File: config.mk
export PLATFORM = sky130hd
export DESIGN_NAME = pcmh_divider
export DESIGN_NICKNAME = d
export VERILOG_FILES = /design/src/hw/rtl/point_cloud_max_height_grid_top_macros.svh /design/src/hw/rtl/pcmh_divider.sv
export SDC_FILE = /design/constraint.sdc
export NUM_CORES = 1
export LEC_CHECK = 0
export ABC_CLOCK_PERIOD_IN_PS = 3200
export BUFFER_PORTS_ARGS = -buffer_cell sky130_fd_sc_hd__buf_2
export CAP_MARGIN = 20
export CORE_ASPECT_RATIO = 0.7
export CORE_MARGIN = 2
export CORE_UTILIZATION = 55
export DETAILED_ROUTE_END_ITERATION = 16
export PLACE_DENSITY_LB_ADDON = 0.3
export SYNTH_ARGS = -nofsm -noshare
export SYNTH_HDL_FRONTEND = slang
export SYNTH_SLANG_ARGS = --single-unit
File: constraint.sdc
create_clock -name clock -period 3.2 [get_ports clock]
set_input_delay 0.16 -clock clock [delete_from_list [all_inputs] [get_ports clock]]
set_output_delay 0.16 -clock clock [all_outputs]
set_load 0.005 [all_outputs]
File: src/hw/rtl/point_cloud_max_height_grid_top_macros.svh
// ----------------------------------------------------------------------------
// Assertion macros for the point cloud max height grid
// Concurrent assertion wrappers, removed when ASSERT_OFF is defined.
// ----------------------------------------------------------------------------
`ifndef POINT_CLOUD_MAX_HEIGHT_GRID_TOP_MACROS_SVH
`define POINT_CLOUD_MAX_HEIGHT_GRID_TOP_MACROS_SVH
`ifndef ASSERT_OFF
`define PCMH_ASSERT(lbl, clk, rst, prop, msg) \
   lbl: assert property (@(posedge clk) disable iff (rst) prop) else $error(msg);
`define PCMH_ASSERT_ALWAYS(lbl, clk, prop, msg) \
   lbl: assert property (@(posedge clk) prop) else $error(msg);
`else
`define PCMH_ASSERT(lbl, clk, rst, prop, msg)
`define PCMH_ASSERT_ALWAYS(lbl, clk, prop, msg)
`endif
`endif

File: src/hw/rtl/pcmh_divider.sv
// ----------------------------------------------------------------------------
// pcmh_divider
// Radix-2 restoring divider, one quotient bit per cycle. The caller
// guarantees num >> QW is below den.
// ----------------------------------------------------------------------------
module pcmh_divider #(
   parameter int unsigned NW = 33,
   parameter int unsigned QW = 32,
   parameter int unsigned DW = 16
) (
   input  logic          clock,
   input  logic          reset,
   input  logic          start,
   input  logic [NW-1:0] num,
   input  logic [DW-1:0] den,
   output logic          done,
   output logic [QW-1:0] quot
);
   localparam int unsigned HW = NW - QW;
   localparam int unsigned CNW = $clog2(QW + 1);

   logic [DW-1:0]  rem_ff, rem_in;
   logic [QW-1:0]  quo_ff, quo_in;
   logic [DW-1:0]  den_ff;
   logic [CNW-1:0] cnt_ff, cnt_in;
   logic           busy_ff, busy_in;
   logic           done_ff, done_in;
   logic [HW-1:0]  hi;
   logic [DW:0]    trial;
   logic           ge;

   assign hi    = num[NW-1:QW];
   assign trial = {rem_ff, quo_ff[QW-1]};
   assign ge    = trial >= {1'b0, den_ff};

   always_comb begin
      rem_in  = rem_ff;
      quo_in  = quo_ff;
      cnt_in  = cnt_ff;
      busy_in = busy_ff;
      done_in = done_ff;
      if (start) begin
         rem_in  = DW'(hi);
         quo_in  = num[QW-1:0];
         cnt_in  = CNW'(QW);
         busy_in = 1'b1;
         done_in = 1'b0;
      end else if (busy_ff) begin
         rem_in = ge ? DW'(trial - {1'b0, den_ff}) : trial[DW-1:0];
         quo_in = {quo_ff[QW-2:0], ge};
         cnt_in = cnt_ff - CNW'(1);
         if (cnt_ff == CNW'(1)) begin
            busy_in = 1'b0;
            done_in = 1'b1;
         end
      end
   end

   always_ff @(posedge clock) begin
      if (reset) begin
         busy_ff <= 1'b0;
         done_ff <= 1'b0;
         cnt_ff  <= '0;
      end else begin
         busy_ff <= busy_in;
         done_ff <= done_in;
         cnt_ff  <= cnt_in;
      end
      rem_ff <= rem_in;
      quo_ff <= quo_in;
      if (start) den_ff <= den;
   end

   assign done = done_ff;
   assign quot = quo_ff;
endmodule

; After elaboration in Yosys (flattened, before gate mapping)
; Cells that the tools add are included.
[totals]
register_bits = 72
word_cells = 25
inputBits = 52
output_inout_bits = 33
[op_classes]
muxes = 10
add_sub_neg = 2
magnitude_cmp = 1
reduce_logical = 3
eq_ne = 1
[op_table]
columns = operator, count
row1 = $mux W32, 2
row2 = $ge A17 B16 Y1, 1
row3 = $mux W16, 1
row4 = $sub A16 B16 Y16, 1
row5 = $mux W6, 2
row6 = $eq A6 B1 Y1 const B, 1
row7 = $sub A6 B1 Y6 const B, 1
row8 = $mux W1, 5
row9 = $reduce_and A2 Y1, 1
row10 = $reduce_bool A2 Y1, 1
row11 = $reduce_or A2 Y1, 1

; Logic depth before layout (Yosys ltp)
[depth]
depth_word = 4
mapped_depth = 10

; Worst setup path before layout
; No wires, ideal clock.
[synth_path]
path_type = register -> register
from = register den_ff[8]
to = register quo_ff[0] (netlist: quot[0]) (data pin)
setup_time_ns = 0.260
arrival_ns = 2.120
stages_incl_launch_ff = 9
path_slack_ns = 0.820
synth_period_minus_slack_ns = 2.380
path_cell_list = edfxtp_1 > inv_1 > ha_1 > a21o_2 > o21bai_1 > a31o_1 > a211o_2 > buf_4 > mux2_2
[synth_via]
elab_chain_len = 3
[synth_rtl]
columns = item, line_no
row1 = "start, declared", pcmh_divider.sv:24  ; logic [DW-1:0] den_ff;
row2 = "start signal, assigned", pcmh_divider.sv:71  ; if (start) den_ff <= den;
row3 = $ge A17 B16 Y1, pcmh_divider.sv:34  ; assign ge = trial >= {1'b0, den_ff};
row4 = $mux W32, pcmh_divider.sv:48  ; end else if (busy_ff) begin
row5 = $mux W32, pcmh_divider.sv:42  ; if (start) begin
row6 = named net quo_in[0], pcmh_divider.sv:23  ; logic [QW-1:0] quo_ff, quo_in;
row7 = "end signal, assigned", pcmh_divider.sv:70  ; quo_ff <= quo_in;
row8 = "end, declared", pcmh_divider.sv:23
; The timed path passes the listed nets, and every way through them passes these cells. The select of a mux whose other input is x is not followed.
; A chain may end at the register's enable or synchronous reset.

; Final worst setup path
[layout_path]
from = register den_ff[10]
to = register rem_ff[4]
[layout_via]
elab_chain_len = 2
[layout_rtl]
columns = item, line_no
row1 = $ge A17 B16 Y1, pcmh_divider.sv:34
row2 = $mux W16, pcmh_divider.sv:49  ; rem_in = ge ? DW'(trial - {1'b0, den_ff}) : trial[DW-1:0];
row3 = "end signal, assigned", pcmh_divider.sv:69  ; rem_ff <= rem_in;
row4 = "end, declared", pcmh_divider.sv:22  ; logic [DW-1:0] rem_ff, rem_in;
; Every way passes these cells.

==> impl_results.md <==
- Post-CTS Setup Bufs: 0
- DRC: 0
- Critical path arrival: 2990 ps
- IO Count: 85
- Via density per instance: 5.69
- Synth area leader: edfxtp_1
- CTS clk-pin slew, worst paths: 80 ps
- Die Wd: 106 um
- Most frequent cells after synthesis: edfxtp_1, mux2_2, nor2_1
- Synth Instances: 369
- Fillers: 509
- Fmax: 368 MHz
- Initial antenna violation count: 0
- Slew margin rel.: 0.485
- Starting DRC count in detailed routing: 243
- VDD IR max: 0.353 mV
- Routability congestion estimate: 0.952
- Worst r2r dst: rem_ff[4]$_SDFFE_PP0P_
- Hold Crit Depth: 2
- Total CTS buffers: 9
- Delay of the slowest critical-path stage: 470 ps
- Hold Path Class: in -> reg
- Critical Path, Cell by Cell: inv_1, ha_1, nand4_2, or2_4, a2111oi_4, a211oi_2, buf_4, or3_1, a311oi_2
- Yosys top cell area share: 0.368
- Most frequent cell after synthesis: edfxtp_1
- Antenna diode count: 0
- WL final: 9.40 mm
- Reg-to-reg setup timing slack: 480 ps
- DRT Pass-1 Iters: 5
- Synthesized area: 0.00399 mm^2
- Period utilisation layout: 0.849
- Synthesized Nets: 440
- Final Net Count: 535
- Syn avg cell area: 10.8 um^2
- Core Region: 0.00688 mm^2
- Area grow syn2layout: 21.7%
- Slowest-stage cell, CP: ha_1
- Global route overflow: 0
- Leak: 0.00203 uW
- Yosys reg bits: 72
- Die height: 75.3 um
- Clock sink count: 72
- Drt wl/cell: 16.7 um
- Most used DFF post-synth: edfxtp_1
- Max cap viols: 0
- Crit. End Element: register
- Final hold violations: 0
- Starting Density: 0.580
- TritonCTS clock tree: yes
- Port Buf Inserts: 84
- Setup TNS Final: 0 ps
- Worst path required time: 3480 ps
- Worst hold endpoint: quot[3]$_DFFE_PP_
- Post-synth EDFFs: 49
- CP Class: reg -> reg
- Final setup viols: 0
- Tightest Pin Transition: 773 ps
- Via count: 3205
- HPWL Detailed: 6.69 mm
- Hold Crit Start: num[3]
- Reg2reg path depth: 9
- Skew final: 10.6 ps
- Cell variety after synth: 66
- Final worst path period need: 2720 ps
- Clk Latency, worst-skew pair: 360 ps
- CP Launch Type: register
- Max Slew Vio Count: 0
- Largest net degree at the start of global routing: 37
- Gr usage total: 0.243
- Status: completed
- Die ar.: 0.00797 mm^2
- Root Driver: clkbuf_8
- Deepest level of the CTS H-tree: 3
- First-pass GRT wire length: 14.8 mm
- Share of the yosys chip area belonging to registers: 0.484
- Synth top area cells: edfxtp_1, dfxtp_1, mux2_2, ha_1, nor2_1
- CTS Buffer Depth: 2
- Vias in the first global route: 2972
- Post-synth ARST share: 0
- Pwr dens: 527 mW/mm^2
- RSZ-0062 raised after global routing: false
- Worst Path Max Fanout: 11
- Ys Warns: 0
- Post-DRT Antenna Nets: 0
- Hold WS: 105 ps
- Rows: 25
- Worst flop-to-flop path startpoint: den_ff[10]$_DFFE_PP_
- Fraction of layout instances using a drive strength above 1: 0.320
## critical path: cells and delay by family (launching register included)
kind / cells / cell delay (ps)
AND/OR/NAND/NOR: 3 / 880
buffers and inverters: 2 / 220
adder cells (fa/ha/maj): 1 / 470
AO/OA/AOI/OAI: 3 / 750
flip-flops: 1 / 330
## where the power goes
group | leakage (uW) | switching (uW) | internal (uW)
logic | 0.00125 | 335 | 272
registers | 0.000678 | 50.2 | 1090
clock network | 0.000103 | 368 | 443
total | 0.00203 | 753 | 1810
## worst max-delay path by stage
| stage | slack, ps | cells past startpoint | startpoint | to |
|---|---|---|---|---|
| 6_report | 480 | 9 | den_ff[10]$_DFFE_PP_ | rem_ff[4]$_SDFFE_PP0P_ |
| 5_1_grt | 320 | 9 | quot[31]$_DFFE_PP_ | rem_ff[10]$_SDFFE_PP0P_ |
| 4_1_cts | 510 | 9 | den_ff[10]$_DFFE_PP_ | rem_ff[4]$_SDFFE_PP0P_ |
| 3_5_place_dp | 570 | 9 | den_ff[10]$_DFFE_PP_ | rem_ff[4]$_SDFFE_PP0P_ |
| 3_3_place_gp | 670 | 9 | den_ff[10]$_DFFE_PP_ | rem_ff[4]$_SDFFE_PP0P_ |
| 2_1_floorplan | 820 | 8 | den_ff[8]$_DFFE_PP_ | quot[0]$_DFFE_PP_ |
## state kept, by name, indices dropped and copies added (netlist names)
signal,flops
quot,32
den_ff,16
rem_ff,16
cnt_ff,6
busy_ff,1
done,1
## routing by layer
| metal | vias to the layer above | GRT usage | wire, um |
|---|---|---|---|
| li1 | 1566 | - | - |
| met1 | 1510 | 0.349 | 4300 |
| met2 | 115 | 0.366 | 4370 |
| met3 | 14 | 0.0590 | 613 |
| met4 | 0 | 0.0877 | 116 |
| met5 | - | 0 | 0 |
## cell families (layout without fill, tap and decap cells)
logic type | after synthesis | count (layout) | synth area share
AO/OA/AOI/OAI | 85 | 85 | 0.160
XOR/XNOR | 10 | 10 | 0.0219
adder cells (fa/ha/maj) | 19 | 19 | 0.0614
buffers and inverters | 45 | 145 | 0.0457
flip-flops | 72 | 72 | 0.484
multiplexers | 33 | 33 | 0.0927
AND/OR/NAND/NOR | 105 | 105 | 0.134
## final cells by class
type | instances | area [um^2] | share of cell area
clock buffers | 10 | 128 | 0.0263
repair buffers | 105 | 621 | 0.128
inverters | 24 | 90.1 | 0.0185
well taps | 94 | 118 | 0.0242
flip-flops and latches | 72 | 1930 | 0.398
multi-input cells | 252 | 1880 | 0.387
clock inverters | 6 | 92.6 | 0.0191
## layout by cell type (no fill, tap or decap), types with 3 or more instances in the layout
cell type and n:
a31oi_1 5, nor2_1 26, clkbuf_8 9, inv_1 24
nand2b_1 4, dfxtp_1 23, nand3_1 11, buf_2 84
o21a_1 3, a311oi_1 11, ha_1 18, buf_4 4
nor2b_1 5, dlygate4sd3_1 17, or3_1 4, mux2_2 32
nor3b_1 3, a21o_1 3, a211oi_1 4, edfxtp_1 49
a21oi_1 17, xnor2_1 7, xor2_1 3, o21ai_0 10
nand2_1 25, nor3_1 9
## through the flow
step	utilization	cells	total power (uW)	instance area [um^2]	setup slack, ps
finish	0.706	563	2560	4860	483
global route	0.706	563	2680	4860	319
CTS	0.705	562	2560	4850	513
detailed placement	0.649	530	1740	4470	567
global placement	0.649	530	1720	4470	666
floorplan	-	369	1560	3990	820
## repair_timing
item                      in CTS  in global routing
hold endpoints to repair      17                  1
resized for setup              0                  0
hold buffers                  16                  1
(Power assumes the default switching activity.)
